==> config.mk <==
export PLATFORM = sky130hd
export DESIGN_NAME = pbin_pos_ctrl
export DESIGN_NICKNAME = d
export VERILOG_FILES = /design/src/hdl/pbin_pkg.sv /design/src/hdl/pbin_pos_ctrl.sv
export SDC_FILE = /design/constraint.sdc
export NUM_CORES = 1
export LEC_CHECK = 0
export BUFFER_PORTS_ARGS = -buffer_cell sky130_fd_sc_hd__buf_2
export CAP_MARGIN = 20
export CORE_AREA = 2 2 70 72
export CTS_CLUSTER_DIAMETER = 100
export CTS_CLUSTER_SIZE = 10
export DETAILED_ROUTE_END_ITERATION = 8
export DIE_AREA = 0 0 72 74
export HOLD_SLACK_MARGIN = 0.08
export PLACE_DENSITY = 0.82
export RECOVER_POWER = 50
export SETUP_SLACK_MARGIN = 0.5
export SLEW_MARGIN = 20
export SYNTH_ARGS = -nofsm -noshare
export SYNTH_HDL_FRONTEND = slang
export SYNTH_SLANG_ARGS = --single-unit
export TNS_END_PERCENT = 50
==> constraint.sdc <==
create_clock -name clk_i -period 8.4 [get_ports clk_i]
set_clock_uncertainty 0.1 [all_clocks]
set_input_delay 1.68 -clock clk_i [delete_from_list [all_inputs] [get_ports clk_i]]
set_output_delay 1.68 -clock clk_i [all_outputs]
set_load 0.02 [all_outputs]
==> src/hdl/pbin_pkg.sv <==
// ----------------------------------------------------------------------------
// pbin_pkg
// Shared widths, codes and types of the 2x2 saturating binning core.
// ----------------------------------------------------------------------------
package pbin_pkg;

  localparam int unsigned PIX_W      = 16;  // pixel and result width
  localparam int unsigned BYTE_W     = 8;   // pixel width in 8-bit mode
  localparam int unsigned SUM_W      = 17;  // horizontal pair sum width
  localparam int unsigned DIM_W      = 13;  // frame size register width
  localparam int unsigned CFG_IDX_W  = 2;
  localparam int unsigned CFG_DATA_W = DIM_W;

  localparam logic [SUM_W:0] SAT_LIM_8  = (SUM_W+1)'(255);
  localparam logic [SUM_W:0] SAT_LIM_16 = (SUM_W+1)'(65535);

  localparam logic [DIM_W-1:0] RST_FRAME_WIDTH  = DIM_W'(1280);
  localparam logic [DIM_W-1:0] RST_FRAME_HEIGHT = DIM_W'(960);

  typedef enum logic [CFG_IDX_W-1:0] {
    CFG_DEPTH_MODE   = 2'd0,
    CFG_FRAME_WIDTH  = 2'd1,
    CFG_FRAME_HEIGHT = 2'd2
  } cfg_reg_e;

  // What the current beat does inside the frame.
  typedef struct packed {
    logic pair_first;  // even column: first pixel of a pair
    logic pair_store;  // odd column, even row: write pair sum to line store
    logic pair_emit;   // odd column, odd row: form one binned result
    logic frame_last;  // last used pixel of the frame
  } pos_action_t;

endpackage

==> src/hdl/pbin_pos_ctrl.sv <==
// ----------------------------------------------------------------------------
// pbin_pos_ctrl
// Column and row counters with decode of the action for the current pixel.
// ----------------------------------------------------------------------------
module pbin_pos_ctrl import pbin_pkg::*; #(
  parameter int unsigned MAX_WIDTH  = 4096,
  parameter int unsigned MAX_HEIGHT = 4096,
  parameter int unsigned AddrW      = 11
) (
  input  logic             clk_i,
  input  logic             rst_ni,
  input  logic             advance_i,
  input  logic [DIM_W-1:0] frame_width_i,
  input  logic [DIM_W-1:0] frame_height_i,
  output pos_action_t      action_o,
  output logic [AddrW-1:0] slot_o
);

  localparam int unsigned ColW  = $clog2(MAX_WIDTH);
  localparam int unsigned RowW  = $clog2(MAX_HEIGHT);
  localparam int unsigned ColCW = (ColW + 1 > DIM_W) ? ColW + 1 : DIM_W;
  localparam int unsigned RowCW = (RowW + 1 > DIM_W) ? RowW + 1 : DIM_W;

  logic [ColW-1:0]  col_q, col_d;
  logic [RowW-1:0]  row_q, row_d;
  logic [ColCW-1:0] w_ext, w_lim, used_w, col_ext, col_inc;
  logic [RowCW-1:0] h_ext, h_lim, used_h, row_ext, row_inc;
  logic             in_frame;

  always_comb begin
    // Sizes above the maximum are taken as the maximum; the low bit is dropped.
    w_ext   = ColCW'(frame_width_i);
    h_ext   = RowCW'(frame_height_i);
    w_lim   = (w_ext > ColCW'(MAX_WIDTH)) ? ColCW'(MAX_WIDTH) : w_ext;
    h_lim   = (h_ext > RowCW'(MAX_HEIGHT)) ? RowCW'(MAX_HEIGHT) : h_ext;
    used_w  = {w_lim[ColCW-1:1], 1'b0};
    used_h  = {h_lim[RowCW-1:1], 1'b0};
    col_ext = ColCW'(col_q);
    row_ext = RowCW'(row_q);
    col_inc = col_ext + ColCW'(1);
    row_inc = row_ext + RowCW'(1);

    in_frame = (col_ext < used_w) && (row_ext < used_h);
    action_o.pair_first = in_frame && !col_q[0];
    action_o.pair_store = in_frame && col_q[0] && !row_q[0];
    action_o.pair_emit  = in_frame && col_q[0] && row_q[0];
    action_o.frame_last = (col_inc == used_w) && (row_inc == used_h);

    col_d = col_q;
    row_d = row_q;
    if (advance_i) begin
      if (col_inc >= w_lim) begin
        col_d = '0;
        row_d = (row_inc >= h_lim) ? '0 : row_inc[RowW-1:0];
      end else begin
        col_d = col_inc[ColW-1:0];
      end
    end
  end

  assign slot_o = col_q[AddrW:1];

  always_ff @(posedge clk_i or negedge rst_ni) begin
    if (!rst_ni) begin
      col_q <= '0;
      row_q <= '0;
    end else begin
      col_q <= col_d;
      row_q <= row_d;
    end
  end

endmodule

==> run_results.csv <==
group,metric,value,unit
synth,synth_seq_cells,24,
sta,setup-violations-final,0,
route,wl_per_cell,15.5,um
final_layout,fin_util,62.5,%
route,vias_per_cell,6.03,
grt,busiest_layer,"met2",
cts,cts_hold_buffers,0,
sta,min_period_over_period,66.9,%
synth,ys_types,47,
placement,place.gp.congestion,0.874,
setup_path,critPathSlowestCell,"ha_1",
outcome,status,"finished, final reports clean",
setup_path,worstPathRequired,6.62,ns
sta,setup_tns,0,ns
grt,antenna_found_initial,0,
grt,first_global_vias,2199,
final_layout,final_cells,398,
min_path,min_from,"row_q[8]",
sta,worst_pin_slew,1.34,ns
grt,grtUsageMet3,3.52,%
grt,grt_util_all_layers,23.5,%
placement,portBuffers,43,
cts,path_clk_slew,0.09,ns
floorplanning,die-area,0.00533,mm^2
sta,slew_headroom,11.0,%
floorplanning,ios,44,
setup_path,crit-reg2reg-launch,"col_q[0]",
min_path,hold_end,"row_q[8]",
setup_path,endpoint_kind,"primary output",
cts,cts_sinks,24,
pwr,finalPower,0.000486,W
synth,ys.flop_type,"dfrtp_1",
synth,synth_edf_count,0,
final_layout,n_antenna_cell,0,
route,num_vias,2401,
cts,cts_setup_buffers,0,
setup_path,r2r_end,"col_q[11]",
sta,finalCriticalPeriod,5.62,ns
setup_path,crit_chain,"buf_2, inv_1, nand2_1, ha_1, a21o_1, a21o_1, a21oi_1, o31ai_1, a211o_1, nor4b_2, buf_2",
route,drc_errors,0,
pwr,p_leak,1.53,nW
grt,grtUsageMet1,32.5,%
sta,max_freq,178,MHz
cts,cts_max_level,1,
min_path,hold_path_class,"reg2reg",
route,drt_first_iter_violations,162,
pwr,power_density,169,mW/mm^2
cts,clk_latency,0.27,ns
grt,use_met2,39.2,%
synth,avgSynthCellArea,8.42,um^2
synth,synthArstFlopShare,100,%
grt,grt_max_degree,25,
setup_path,rrSetupSlack,4.19,ns
sta,drv_slew,0,
final_layout,area_growth,8.30,%
floorplanning,fp.dieH,74,um
route,drtAntennaViolNets,0,
synth,netlist_area,0.00265,mm^2
final_layout,layout.nets,422,
cts,cts_buffers,3,
grt,grt-ovfl-total,0,
flow_run,cap_violations,0,
setup_path,crit_arrival,3.84,ns
synth,ys_seq_area_share,22.6,%
setup_path,cp-start-kind,"input port",
setup_path,reg2regPathDepth,12,
setup_path,crit_family,"compound AO/OA/AOI/OAI gates",
pwr,ir_drop,0.117,mV
setup_path,crit_type,"in2out",
placement,dpl.hpwl,4760,um
floorplanning,core_area,0.00460,mm^2
sta,rsz0062_at_grt,"no",
cts,cts.path.max_buffers,2,
route,routed_wl,6160,um
synth,ys_warn_count,0,
grt,grt_pass1_wl,10000,um
floorplanning,start_util,57.7,%
floorplanning,die_w,72,um
setup_path,critPathBufInv,3,
cts,cts-resized-gates,0,
route,firstDrtPassIters,4,
placement,place_inst,394,
setup_path,cpPeakStageDelay,0.31,ns
sta,hold_viol,0,
synth,synth_fp_nets,392,
floorplanning,core.rowCount,25,
synth,syn_inst,315,
min_path,hold_path_depth,2,
final_layout,drive_above_1_share,13.4,%
cts,ctsRootBufferMaster,"clkbuf_8",
cts,cts_tree,"yes",
setup_path,crit_path_max_fanout,13,
## layout make-up
cell class                      instances  area (um^2)
Sequential cell                        24          601
Inverter                               11         41.3
Tap cell                               54         67.6
Clock buffer                            4         55.1
Multi-Input combinational cell        260         1890
Timing Repair Buffer                   45          220
Fill cell                             422         1720
## synth_stat cells (2+ instances only)
library cell / n / area [um^2]
ha_1: 48 / 601
nand2_1: 44 / 165
dfrtp_1: 24 / 601
nor2_1: 17 / 63.8
and3_1: 13 / 81.3
o21ai_0: 13 / 65.1
xnor2_1: 13 / 114
buf_4: 12 / 90.1
nand3_1: 12 / 60.1
inv_1: 11 / 41.3
a21o_1: 10 / 75.1
a21oi_1: 10 / 50.1
a22o_1: 9 / 78.8
nand4_1: 7 / 43.8
xor2_1: 7 / 61.3
clkbuf_1: 6 / 22.5
nor2b_1: 6 / 37.5
nor3_1: 6 / 30.0
o22ai_1: 6 / 37.5
nand2b_1: 5 / 31.3
a221o_1: 3 / 30.0
o21bai_1: 3 / 22.5
o31ai_1: 3 / 22.5
and4_1: 2 / 17.5
buf_2: 2 / 10.0
nor4_1: 2 / 12.5
## flip-flops by register name (all words and copies together) (netlist names)
| name | count |
|---|---|
| row_q | 12 |
| col_q | 12 |
## kinds of logic (layout without fill, tap and decap cells)
| family | after synthesis | after routing | share of synthesized area, % |
|---|---|---|---|
| compound gates | 70 | 70 | 18.6 |
| mux | 2 | 2 | 0.801 |
| fa+ha+maj | 48 | 48 | 22.6 |
| buf+inv | 31 | 60 | 6.18 |
| xor+xnor | 20 | 20 | 6.60 |
| flops | 24 | 24 | 22.6 |
| simple gates | 120 | 120 | 22.5 |
## report_power, final
group / switching (W) / internal [W] / leakage [nW]
sequential: 0.0000356 / 0.000133 / 0.315
combinational: 0.000130 / 0.000105 / 1.19
clock: 0.0000399 / 0.0000419 / 0.0288
## worst max path at each step
| stage | startpoint | to | slack [ns] | depth (start not counted) |
|---|---|---|---|---|
| 2_1_floorplan | frame_width_i[12] | action_o[1] | 2.93 | 10 |
| 3_3_place_gp | frame_height_i[12] | action_o[2] | 2.84 | 11 |
| 3_5_place_dp | frame_height_i[12] | action_o[2] | 2.78 | 11 |
| 4_1_cts | frame_height_i[12] | action_o[2] | 2.78 | 11 |
| 5_1_grt | frame_width_i[12] | action_o[2] | 2.61 | 11 |
| 6_report | frame_height_i[12] | action_o[2] | 2.78 | 11 |
## layout by cell type (no fill, tap or decap), types with 2 or more instances in the layout
| cell type | synthesis | layout |
|---|---|---|
| and3_1 | 13 | 13 |
| o31ai_1 | 3 | 3 |
| xor2_1 | 7 | 7 |
| nand2b_1 | 5 | 5 |
| nor4_1 | 2 | 2 |
| clkbuf_8 | 0 | 4 |
| clkbuf_1 | 6 | 8 |
| a21o_1 | 10 | 10 |
| and4_1 | 2 | 2 |
| o21bai_1 | 3 | 3 |
| inv_1 | 11 | 11 |
| nand4_1 | 7 | 7 |
| nor2b_1 | 6 | 6 |
| a21oi_1 | 10 | 10 |
| dfrtp_1 | 24 | 24 |
| nand3_1 | 12 | 12 |
| a22o_1 | 9 | 9 |
| nor3_1 | 6 | 6 |
| xnor2_1 | 13 | 13 |
| o22ai_1 | 6 | 6 |
| ha_1 | 48 | 48 |
| a221o_1 | 3 | 3 |
| buf_4 | 12 | 2 |
| o21ai_0 | 13 | 13 |
| nor2_1 | 17 | 17 |
| buf_2 | 2 | 35 |
| nand2_1 | 44 | 44 |
## tightest hold or removal path: stages, from the launching register on
cell and delay (ns):
dfrtp_1 0.41, nand2_1 0.06, o21ai_1 0.06
## through the flow
step	instance area [um^2]	setup WS (ns)	hold WS, ns
final	2870	2.78	0.472
after global routing	2870	2.61	0.515
after CTS	2880	2.78	0.473
after detailed placement	2830	2.78	0.452
after global placement	2830	2.84	0.438
after floorplan	2650	2.93	0.401
## layer usage
metal  wire length, um  share of wire, %
met1              2950                48
met2              2840                46
met3               275               4.5
met4                91               1.5
met5                 0                 0
Power figures use the tool's default switching activity.
