### src/hdl/pbin_pkg.sv
// ----------------------------------------------------------------------------
// pbin_pkg
// Shared widths, codes and types of the 2x2 saturating binning core.
// ----------------------------------------------------------------------------
package pbin_pkg;

  localparam int unsigned PIX_W      = 16;  // pixel and result width
  localparam int unsigned BYTE_W     = 8;   // pixel width in 8-bit mode
  localparam int unsigned SUM_W      = 17;  // horizontal pair sum width
  localparam int unsigned DIM_W      = 13;  // frame size register width
  localparam int unsigned CFG_IDX_W  = 2;
  localparam int unsigned CFG_DATA_W = DIM_W;

  localparam logic [SUM_W:0] SAT_LIM_8  = (SUM_W+1)'(255);
  localparam logic [SUM_W:0] SAT_LIM_16 = (SUM_W+1)'(65535);

  localparam logic [DIM_W-1:0] RST_FRAME_WIDTH  = DIM_W'(1280);
  localparam logic [DIM_W-1:0] RST_FRAME_HEIGHT = DIM_W'(960);

  typedef enum logic [CFG_IDX_W-1:0] {
    CFG_DEPTH_MODE   = 2'd0,
    CFG_FRAME_WIDTH  = 2'd1,
    CFG_FRAME_HEIGHT = 2'd2
  } cfg_reg_e;

  // What the current beat does inside the frame.
  typedef struct packed {
    logic pair_first;  // even column: first pixel of a pair
    logic pair_store;  // odd column, even row: write pair sum to line store
    logic pair_emit;   // odd column, odd row: form one binned result
    logic frame_last;  // last used pixel of the frame
  } pos_action_t;

endpackage

### src/hdl/pbin_bin_if.sv
// ----------------------------------------------------------------------------
// pbin_bin_if
// Binned result channel: valid/ready handshake with one result per beat.
// ----------------------------------------------------------------------------
interface pbin_bin_if import pbin_pkg::*; ();

  logic             valid;
  logic             ready;
  logic [PIX_W-1:0] binned_value;
  logic             frame_end;

  modport source (output valid, output binned_value, output frame_end, input ready);
  modport sink   (input valid, input binned_value, input frame_end, output ready);

endinterface

### src/hdl/pbin_out_stage.sv
// ----------------------------------------------------------------------------
// pbin_out_stage
// Sum stage aligned with the line store read, saturation and output register.
// ----------------------------------------------------------------------------
module pbin_out_stage import pbin_pkg::*; (
  input  logic             clk_i,
  input  logic             rst_ni,
  input  logic             take_i,
  input  logic [SUM_W-1:0] psum_i,
  input  logic             last_i,
  input  logic             depth_mode_i,
  input  logic [SUM_W-1:0] store_rdata_i,
  output logic             ready_o,
  pbin_bin_if.source       bin_out
);

  logic             a_valid_q, a_valid_d;
  logic [SUM_W-1:0] a_psum_q;
  logic             a_last_q;
  logic             o_valid_q, o_valid_d;
  logic [PIX_W-1:0] o_value_q;
  logic             o_last_q;
  logic             adv_a;
  logic [SUM_W:0]   full_sum;
  logic [SUM_W:0]   lim;
  logic [PIX_W-1:0] sat_sum;

  assign adv_a   = a_valid_q && (!o_valid_q || bin_out.ready);
  assign ready_o = !a_valid_q || !o_valid_q || bin_out.ready;

  always_comb begin
    full_sum = (SUM_W+1)'(store_rdata_i) + (SUM_W+1)'(a_psum_q);
    lim      = depth_mode_i ? SAT_LIM_16 : SAT_LIM_8;
    sat_sum  = (full_sum > lim) ? lim[PIX_W-1:0] : full_sum[PIX_W-1:0];

    a_valid_d = a_valid_q;
    if (take_i) begin
      a_valid_d = 1'b1;
    end else if (adv_a) begin
      a_valid_d = 1'b0;
    end

    o_valid_d = o_valid_q;
    if (adv_a) begin
      o_valid_d = 1'b1;
    end else if (bin_out.ready) begin
      o_valid_d = 1'b0;
    end
  end

  always_ff @(posedge clk_i or negedge rst_ni) begin
    if (!rst_ni) begin
      a_valid_q <= 1'b0;
      o_valid_q <= 1'b0;
    end else begin
      a_valid_q <= a_valid_d;
      o_valid_q <= o_valid_d;
    end
  end

  always_ff @(posedge clk_i) begin
    if (take_i) begin
      a_psum_q <= psum_i;
      a_last_q <= last_i;
    end
    if (adv_a) begin
      o_value_q <= sat_sum;
      o_last_q  <= a_last_q;
    end
  end

  assign bin_out.valid        = o_valid_q;
  assign bin_out.binned_value = o_value_q;
  assign bin_out.frame_end    = o_last_q;

endmodule

### src/flat_wrapper.sv
// flat-port wrapper written by rule: the top's interface ports become plain ports
module pbin_out_stage_flat import pbin_pkg::*;
  (clk_i, rst_ni, take_i, psum_i, last_i, depth_mode_i, store_rdata_i, ready_o, bin_out_valid, bin_out_binned_value, bin_out_frame_end, bin_out_ready);
  pbin_bin_if bin_out_i ();
  input  logic clk_i;
  input  logic rst_ni;
  input  logic take_i;
  input  logic [SUM_W-1:0] psum_i;
  input  logic last_i;
  input  logic depth_mode_i;
  input  logic [SUM_W-1:0] store_rdata_i;
  output logic ready_o;
  output wire logic [$bits(bin_out_i.valid)-1:0] bin_out_valid;
  output wire logic [$bits(bin_out_i.binned_value)-1:0] bin_out_binned_value;
  output wire logic [$bits(bin_out_i.frame_end)-1:0] bin_out_frame_end;
  input wire logic [$bits(bin_out_i.ready)-1:0] bin_out_ready;
  assign bin_out_valid = bin_out_i.valid;
  assign bin_out_binned_value = bin_out_i.binned_value;
  assign bin_out_frame_end = bin_out_i.frame_end;
  assign bin_out_i.ready = bin_out_ready;
  pbin_out_stage u_core (.clk_i(clk_i), .rst_ni(rst_ni), .take_i(take_i), .psum_i(psum_i), .last_i(last_i), .depth_mode_i(depth_mode_i), .store_rdata_i(store_rdata_i), .ready_o(ready_o), .bin_out(bin_out_i));
endmodule
### config.mk
export PLATFORM = sky130hd
export DESIGN_NAME = pbin_out_stage_flat
export DESIGN_NICKNAME = d
export VERILOG_FILES = /design/src/hdl/pbin_pkg.sv /design/src/hdl/pbin_bin_if.sv /design/src/hdl/pbin_out_stage.sv /design/src/flat_wrapper.sv
export SDC_FILE = /design/constraint.sdc
export NUM_CORES = 1
export LEC_CHECK = 0
export ABC_AREA = 1
export BUFFER_PORTS_ARGS = -buffer_cell sky130_fd_sc_hd__buf_4
export CORE_MARGIN = 2
export CORE_UTILIZATION = 55
export DETAILED_ROUTE_END_ITERATION = 12
export GPL_TIMING_DRIVEN = 0
export PLACE_DENSITY = 0.9
export SLEW_MARGIN = 20
export SYNTH_ARGS = -nofsm -noshare
export SYNTH_HDL_FRONTEND = slang
export SYNTH_SLANG_ARGS = --single-unit
### constraint.sdc
create_clock -name clk_i -period 4 [get_ports clk_i]
set_input_delay 0 -clock clk_i [delete_from_list [all_inputs] [get_ports clk_i]]
set_output_delay 0 -clock clk_i [all_outputs]
set_load 0.02 [all_outputs]
==> impl_results.md, run 1 <==
* Status: completed
* Clk_lat worst skew at 0.29 ns
* Fin Setup TNS at 0 ns
* Share of post-route cells with drive strength above 1 at 0.236
* Root buf cell: clkbuf_8
* Ys Warns at 0
* Psw at 0.428 mW
* Worst vdd ir at 0.000197 V
* Global-route wire length before repair at 9110 um
* Crit-path max cell delay at 0.43 ns
* CTS Buf Count at 5
* Avg Cell Area, Syn at 8.44 sq um
* Count of cell types in the netlist at 27
* Antenna viol nets, final at 0
* Number of synthesized register bits at 37
* RSZ-0062 raised after global routing: no
* Number of max-cap violations at 0
* Number of remaining DRC errors at 0
* WS Path Type: flip-flop to flip-flop
* Endpoints failing setup at 0
* Worst Path Required at 4.04 ns
* Starting Density at 0.565
* Layout area overhead at 30.0%
* Grt total ovfl at 0
* H-tree Lvls at 2
* Number of global-route vias before repair at 2276
* Final Skew at 0.00495 ns
* CP Launch Type: flip-flop
* Slowest CP cell: fa_1
* Synthesized cell area at 0.00263 sq mm
* Number of fill cells at 362
* Die X at 73.2 um
* Clock Tree Buf Depth at 2
* Min-Delay Path Class: input pin to flip-flop
* RePlAce Congestion at 0.856
* DR pass1 iterations at 4
* Drt wl/cell at 12.0 um
* Final worst slack at 0.610 ns
* Leak pwr at 1.67 nW
* Final Hold Fails at 0
* # rows at 25
* Vias at 2379
* Worst Setup End Kind: flip-flop
* Commonest non-fill, non-tap cell in the layout: nand2_1
* Power density over cell area at 357 mW/mm^2
* Synth Instances at 312
* Synth Net Count at 378
* Signal arrival time at the worst endpoint at 3.43 ns
* Antenna Cells at 0
* Die area at 0.00536 sq mm
* Logic pwr share at 0.397
* Clock power share at 0.206
* CTS sink cnt at 37
* Port Buffer Count at 58
* Most frequent cells in the layout: nand2_1, buf_4, inv_1, edfxtp_1, ha_1
* Overall Global Routing Usage at 0.216
* Internal power at 0.794 mW
* Crit-path cells: ha_1 -> inv_1 -> fa_1 -> inv_2 -> nand3_1 -> nand2_1 -> nand2_1 -> nand2_2 -> nand2_1 -> nand2_1 -> xor2_1 -> ha_1 -> a21oi_1 -> o21ai_0 -> nor2_1 -> o21ai_0 -> nand2_4 -> buf_8 -> nand4_1 -> nand2_1
* Die Ht at 73.2 um
* I/O pins at 59
* CTS tree: done
* Critical Path Fanout Max at 10
* Hpwl dp at 4230 um
* Initial antenna violation count at 0
* Layout Nets at 463
* Worst-Margin Slew at 0.819 ns
* Period minus WS final at 3.39 ns
* Number of setup buffers added after CTS at 0
* Post-CTS sizing at 0
* Pin count of the biggest net entering global routing at 20
* Flop pwr share at 0.397
* DRT iter0 DRCs at 94
* Cell repeated most along the worst path: nand2_1
* Final cycle utilization of the critical path at 0.847
* Pins over their slew limit at 0
* Post-CTS Hold Buffers at 20
* Max Clk Rate at 0.295 GHz
* Relative slew slack at 0.454
* Pre-CTS WS at 0.675 ns
* Share of the yosys chip area belonging to registers at 0.418
* Clk pin slew, worst setup/hold paths at 0.07 ns
* Post-Route WL at 5410 um
* Core footprint at 0.00466 sq mm
* Switching Fraction at 0.350
* Vias per inst at 5.26
[cells by family after synthesis]
group / share of synthesized area
AO/OA/AOI/OAI: 0.0618
XOR/XNOR: 0.0195
adder cells (fa/ha/maj): 0.126
buffers and inverters: 0.0851
flip-flops: 0.418
AND/OR/NAND/NOR: 0.289
[sequential cells by signal, summed over array words and instances (netlist names)]
register                     count
u_core.bin_out.binned_value     16
u_core.bin_out.valid             1
u_core.bin_out.frame_end         1
u_core.a_valid_q                 1
u_core.a_last_q                  1
u_core.a_psum_q                 17
[layer usage]
metal / vias to the layer above / track usage / share of wire
li1: 1217 / - / -
met1: 1080 / 0.243 / 0.40
met2: 72 / 0.402 / 0.53
met3: 10 / 0.0483 / 0.050
met4: 0 / 0.0617 / 0.014
met5: - / 0 / 0
[final timing paths]
path / start / end / slack (ns) / cells past startpoint
max: u_core.a_psum_q[0]$_DFFE_PP_ / u_core.bin_out.binned_value[14]$_DFFE_PP_ / 0.61 / 20
min: depth_mode_i / u_core.bin_out.binned_value[15]$_DFFE_PP_ / 0.04 / 3
max reg2reg: u_core.a_psum_q[0]$_DFFE_PP_ / u_core.bin_out.binned_value[14]$_DFFE_PP_ / 0.61 / 20
min reg2reg: u_core.a_last_q$_DFFE_PP_ / u_core.bin_out.frame_end$_DFFE_PP_ / 0.44 / 0
max in group asynchronous: rst_ni / u_core.bin_out.valid$_DFFE_PN0P_ / 3.86 / 2
min in group asynchronous: rst_ni / u_core.a_valid_q$_DFFE_PN0P_ / 0.06 / 2
[power by group through the flow]
stage	clock network, mW	registers (mW)	logic, mW
finish	0.251	0.486	0.485
global placement	0	0.493	0.449
floorplan	0	0.522	0.303
global route	0.269	0.489	0.544
detailed placement	0	0.495	0.467
CTS	0.255	0.486	0.484
[synthesized netlist by cell type, drive strengths merged]
master,instances,share of area
xor2,4,0.013
edfxtp,35,0.40
o21bai,3,0.0086
nor2,18,0.026
fa,1,0.0076
and2,1,0.0024
a21oi,20,0.041
dfrtp,2,0.019
ha,25,0.12
o21ai,5,0.0095
nand3,24,0.051
inv,46,0.067
nor3,2,0.0057
xnor2,1,0.0062
nand4,19,0.048
a21boi,1,0.0029
buf,4,0.019
nand2,101,0.16
[metrics by stage]
step / hold slack, ns / power [mW] / cell area, sq um / cells / utilization
floorplan: -0.296 / 0.825 / 2630 / 312 / -
global placement: -0.218 / 0.941 / 3140 / 424 / 0.673
detailed placement: -0.217 / 0.961 / 3140 / 424 / 0.674
CTS: 0.0277 / 1.23 / 3420 / 452 / 0.734
global route: 0.0449 / 1.30 / 3420 / 452 / 0.734
finish: 0.0442 / 1.22 / 3420 / 452 / 0.734
[critical path: cells and delay by family (launching register included)]
family	cells	cell delay [ns]
AND/OR/NAND/NOR	10	0.84
AO/OA/AOI/OAI	3	0.53
flip-flops	1	0.33
XOR/XNOR	1	0.26
buffers and inverters	3	0.34
adder cells (fa/ha/maj)	3	0.84
[layout make-up]
cell class	count	area [sq um]	share of cell area
Buffer	4	48.8	0.0143
Timing Repair Buffer	78	636	0.186
Multi-Input combinational cell	225	1310	0.383
Inverter	46	175	0.0512
Tap cell	54	67.6	0.0197
Clock inverter	2	10.0	0.00293
Clock buffer	6	72.6	0.0212
Sequential cell	37	1100	0.322
(Power assumes the default switching activity.)
==> run 2: changes to the inputs <==
- clock period: 4 -> 3.44 ns (I/O delays scaled with it)
==> run 2 against run 1 <==
  * Setup slack got worse by 0.39 ns
  * Register-to-register slack worse by 0.39 ns
  * Design area increased by 0.88%
  * First-iteration DRC count is 9.6% higher
==> impl_results.md, run 2 (synthesized netlist as in run 1, its figures left out) <==
* Post-Route WL at 5470 um
* # rows at 25
* Most frequent cells in the layout: nand2_1, buf_4, inv_1, edfxtp_1, ha_1
* Die Ht at 73.2 um
* Share of post-route cells with drive strength above 1 at 0.253
* Cells on worst reg2reg path at 23
* Number of remaining DRC errors at 0
* Root buf cell: clkbuf_8
* Relative slew slack at 0.452
* Worst Path Buf+Inv at 2
* Hold path cells at 3
* Antenna viol nets, final at 0
* Pins over their slew limit at 0
* Overall Global Routing Usage at 0.216
* Starting Density at 0.565
* Number of max-cap violations at 0
* Die X at 73.2 um
* Critical Path Fanout Max at 8
* Vias per inst at 5.25
* Pin count of the biggest net entering global routing at 20
* Psw at 0.504 mW
* RePlAce Congestion at 0.856
* Grt total ovfl at 0
* Clk pin slew, worst setup/hold paths at 0.07 ns
* Hpwl dp at 4230 um
* Vias at 2380
* Crit path max-delay family: simple AND/OR/NAND/NOR gates
* Top reg by flops: u_core.a_psum_q
* CP Launch Point: u_core.a_psum_q[0]$_DFFE_PP_
* Final Skew at 0.00492 ns
* CTS Buf Count at 5
* Internal power at 0.931 mW
* Worst Setup End Kind: flip-flop
* R2R Path End: u_core.bin_out.binned_value[14]$_DFFE_PP_
* Slowest CP cell: fa_2
* Cell repeated most along the worst path: nand2_1
* Area of the multi-input gates at 0.00133 sq mm
* Global-route wire length before repair at 9110 um
* Met3 Track Usage GR at 0.0483
* Leak pwr at 1.68 nW
* Crit-path max cell delay at 0.37 ns
* Crit-path cells: ha_2 -> inv_1 -> fa_2 -> inv_2 -> nand3_1 -> nand2_1 -> nand2_1 -> nand2_2 -> nand2_1 -> nand2_1 -> xor2_2 -> ha_1 -> nand2_1 -> nor2_1 -> nand2_1 -> nor2_1 -> nand3_1 -> nor2_2 -> nand3_2 -> nand2_4 -> nand3_2 -> nand2_4 -> nand2_1
* DR pass1 iterations at 4
* WS Path Type: flip-flop to flip-flop
* Min-Delay Path Class: input pin to flip-flop
* Clock power share at 0.204
* Reg-to-Reg Start: u_core.a_psum_q[0]$_DFFE_PP_
* Worst vdd ir at 0.000230 V
* Antenna Cells at 0
* Logic pwr share at 0.402
* Final cycle utilization of the critical path at 0.937
* R2R setup slack at 0.22 ns
* CTS sink cnt at 37
* Commonest non-fill, non-tap cell in the layout: nand2_1
* Layout Nets at 464
* Number of global-route vias before repair at 2276
* Period minus WS final at 3.22 ns
* Number of fill cells at 358
* DRT iter0 DRCs at 103
* Clk_lat worst skew at 0.29 ns
* CP Launch Type: flip-flop
* Layout area overhead at 31.1%
* GRT met2 Usage at 0.402
* Switching Fraction at 0.351
* Fin Setup TNS at 0 ns
* GRT busiest layer: met2
* Worst Path Required at 3.48 ns
* Core footprint at 0.00466 sq mm
* Worst-Margin Slew at 0.822 ns
* Register area at 0.00110 sq mm
* I/O pins at 59
* Final Hold Fails at 0
* CTS tree: done
* Signal arrival time at the worst endpoint at 3.26 ns
* Flop pwr share at 0.394
* Status: completed
* Power density over cell area at 416 mW/mm^2
* Hold path start: depth_mode_i
* Endpoints failing setup at 0
* Global routing usage on met1 at 0.243
* Drt wl/cell at 12.1 um
* Port Buffer Count at 58
* Clock Tree Buf Depth at 2
* Largest register FFs at 17
* H-tree Lvls at 2
* Util after Layout at 0.741
* Hold Path End: u_core.bin_out.binned_value[15]$_DFFE_PP_
* Die area at 0.00536 sq mm
* Initial antenna violation count at 0
* Max Clk Rate at 0.310 GHz
==> run 2: cell types whose count changed in the layout (fill, tap and decap cells not counted), moves of 2 or more <==
cell / previous run / this run
a21oi_1: 17 / 15
o21ai_1: 0 / 2
a21oi_2: 3 / 5
o21ai_0: 5 / 3
==> run 2: area by class of cell <==
| type | count | share of cell area |
|---|---|---|
| inverters | 46 | 0.0507 |
| well taps | 54 | 0.0196 |
| flip-flops and latches | 37 | 0.319 |
| plain buffers | 4 | 0.0141 |
| repair buffers | 79 | 0.186 |
| clock inverters | 2 | 0.00290 |
| multi-input cells | 225 | 0.386 |
| clock buffers | 6 | 0.0210 |
==> run 2: per-layer routing <==
| layer | wire, um | up-vias |
|---|---|---|
| li1 | - | 1219 |
| met1 | 2210 | 1081 |
| met2 | 2920 | 72 |
| met3 | 278 | 8 |
| met4 | 68 | 0 |
| met5 | 0 | - |
==> run 2: stage by stage <==
step	setup WS, ns	hold slack (ns)	instances	cell area [sq um]	power [mW]
6_report	0.216	0.0455	453	3450	1.44
5_1_grt	-0.00508	0.0449	453	3450	1.53
4_1_cts	0.102	0.0277	452	3420	1.42
3_5_place_dp	0.115	-0.217	424	3140	1.12
3_3_place_gp	0.229	-0.218	424	3140	1.09
2_1_floorplan	0.518	-0.296	312	2630	0.960
==> run 2: worst min-delay path: stages <==
cell and delay (ns):
buf_4 0.10, nand2_4 0.07, nand2_1 0.06
==> run 2: timing repair <==
action | 4_1_cts | 5_1_grt
endpoints found under the hold margin | 21 | 0
gates resized for setup | 0 | 8
buffers inserted | 0 | 1
endpoints found under the setup margin | 0 | 16
hold buffers | 20 | 0
==> run 2: worst max path at each step <==
stage / to / cells past startpoint / slack [ns]
final: u_core.bin_out.binned_value[14]$_DFFE_PP_ / 23 / 0.22
after global routing: u_core.bin_out.binned_value[14]$_DFFE_PP_ / 21 / -0.005
after CTS: u_core.bin_out.binned_value[14]$_DFFE_PP_ / 20 / 0.10
after detailed placement: u_core.bin_out.binned_value[14]$_DFFE_PP_ / 20 / 0.12
after global placement: u_core.bin_out.binned_value[14]$_DFFE_PP_ / 20 / 0.23
after floorplan: u_core.bin_out.binned_value[13]$_DFFE_PP_ / 20 / 0.52
==> run 2: power by group through the flow <==
stage	clock network (mW)	registers, mW	logic (mW)
after global routing	0.313	0.569	0.645
after detailed placement	0	0.575	0.543
after floorplan	0	0.607	0.352
after CTS	0.296	0.566	0.562
final	0.293	0.565	0.578
after global placement	0	0.573	0.522
==> run 3: changes to the inputs <==
==> constraint.sdc (replaced) <==
create_clock -name clk_i -period 3.44 [get_ports clk_i]
set_input_delay 0.344 -clock clk_i [delete_from_list [all_inputs] [get_ports clk_i]]
set_output_delay 0.344 -clock clk_i [all_outputs]
set_load 0.02 [all_outputs]
==> run 3 against run 2 <==
  * Register-to-register slack is essentially flat
  * Routed wire length shrank 5.3%
  * Setup slack gained 0.0095 ns
  * Utilization shrank 4.2 points
  * Sequential cell count is the same
  * Hold slack gained 0.18 ns
  * Combinational power shrank 4.2%
  * Global-route usage shrank 1.1 points
  * Critical path type unchanged
==> impl_results.md, run 3 (synthesized netlist as in run 1, its figures left out) <==
* Status: completed
* Share of post-route cells with drive strength above 1 at 0.264
* Commonest non-fill, non-tap cell in the layout: nand2_1
* Final worst slack at 0.226 ns
* Power density over cell area at 433 mW/mm^2
* RePlAce Congestion at 0.856
* Number of max-cap violations at 0
* Post-Route WL at 5180 um
* Worst Setup End Kind: flip-flop
* Design Area, Final at 0.00325 sq mm
* CTS Buf Count at 5
* DRT iter0 DRCs at 91
* Number of remaining DRC errors at 0
* Vias per inst at 5.30
* Placed Instance Area at 0.00314 sq mm
* Core footprint at 0.00466 sq mm
* # rows at 25
* Min-Delay Path Class: input pin to flip-flop
* Overall Global Routing Usage at 0.205
* Vias at 2293
* Clock Tree Buf Depth at 2
* Final Power at 1.41 mW
* Placed Instances at 424
* Hpwl dp at 4230 um
* Worst hold slack at 0.227 ns
* DR pass1 iterations at 4
* Relative slew slack at 0.452
* Drt wl/cell at 12.0 um
* Global-route wire length before repair at 8630 um
* Largest register FFs at 17
* Die X at 73.2 um
* Signal arrival time at the worst endpoint at 3.25 ns
* Most frequent cells in the layout: nand2_1, buf_4, inv_1, edfxtp_1, ha_1
* I/O pins at 59
* Post-Layout Cell Count at 433
* Root buf cell: clkbuf_8
* CTS tree: done
* Worst vdd ir at 0.000225 V
* Grt total ovfl at 0
* Layout area overhead at 23.6%
* Number of global-route vias before repair at 2144
* Pins over their slew limit at 0
* Pre-CTS WS at 0.00842 ns
* Clk pin slew, worst setup/hold paths at 0.07 ns
* Worst Path Required at 3.48 ns
* Final Hold Fails at 0
* Port Buffer Count at 58
* Leak pwr at 1.59 nW
* Antenna viol nets, final at 0
* Util after Layout at 0.698
* Worst-Margin Slew at 0.822 ns
* Pin count of the biggest net entering global routing at 20
* WS Path Type: flip-flop to flip-flop
* Max Clk Rate at 0.311 GHz
* CP Launch Type: flip-flop
* Layout Nets at 444
* Die Ht at 73.2 um
* Critical Path Fanout Max at 8
* Final cycle utilization of the critical path at 0.934
* Initial antenna violation count at 0
* Starting Density at 0.565
* Die area at 0.00536 sq mm
* CTS sink cnt at 37
* Final Skew at 0.00632 ns
* Antenna Cells at 0
* Endpoints failing setup at 0
* Top reg by flops: u_core.a_psum_q
* Number of setup buffers added after CTS at 0
* Clk_lat worst skew at 0.29 ns
* Period minus WS final at 3.21 ns
* Fin Setup TNS at 0 ns
* H-tree Lvls at 2
[run 3: cell count changes in the layout (fill, tap and decap cells not counted)]
cell	previous run	this run
dlygate4sd3_1	20	1
buf_4	59	58
[run 3: per-layer routing]
metal,GRT usage,wire [um],share of wire,up-vias
met3,0.0414,257,0.050,6
li1,-,-,-,1178
met5,0,0,0,-
met4,0.0556,53,0.010,0
met2,0.380,2760,0.53,67
met1,0.236,2110,0.41,1042
[run 3: power breakdown]
part,switching [mW],internal [mW],total (mW)
Sequential,0.0123,0.553,0.565
Combinational,0.334,0.220,0.554
Clock,0.150,0.140,0.291
[run 3: path summary, 6_finish.rpt]
check,to,start,cells after the start,slack (ns)
setup / recovery,u_core.bin_out.binned_value[14]$_DFFE_PP_,u_core.a_psum_q[0]$_DFFE_PP_,23,0.23
hold / removal,u_core.a_psum_q[7]$_DFFE_PP_,psum_i[7],1,0.23
setup reg to reg,u_core.bin_out.binned_value[14]$_DFFE_PP_,u_core.a_psum_q[0]$_DFFE_PP_,23,0.23
hold reg to reg,u_core.bin_out.frame_end$_DFFE_PP_,u_core.a_last_q$_DFFE_PP_,0,0.44
max in group asynchronous,u_core.bin_out.valid$_DFFE_PN0P_,rst_ni,2,2.94
min in group asynchronous,u_core.a_valid_q$_DFFE_PN0P_,rst_ni,2,0.41
[run 3: worst max-delay path, cell delays in order, from the launching register on]
cell and delay, ns:
edfxtp_1 0.34, ha_2 0.20, inv_1 0.06, fa_2 0.37, inv_2 0.09, nand3_1 0.09
nand2_1 0.11, nand2_1 0.07, nand2_2 0.10, nand2_1 0.06, nand2_1 0.09, xor2_2 0.09
ha_1 0.29, nand2_1 0.06, nor2_1 0.11, nand2_1 0.07, nor2_1 0.10, nand3_1 0.09
nor2_2 0.11, nand3_2 0.09, nand2_4 0.12, nand3_2 0.10, nand2_4 0.10, nand2_1 0.07
[run 3: area by class of cell]
class	instances	area, sq um
flip-flops and latches	37	1100
inverters	46	175
clock buffers	6	72.6
well taps	54	67.6
clock inverters	2	10.0
repair buffers	59	445
fillers	392	1410
multi-input cells	225	1330
plain buffers	4	48.8
[run 3: timing repair]
item	CTS	global route
endpoints found under the setup margin	0	16
hold buffers	1	0
gates resized for setup	0	8
endpoints found under the hold margin	2	0
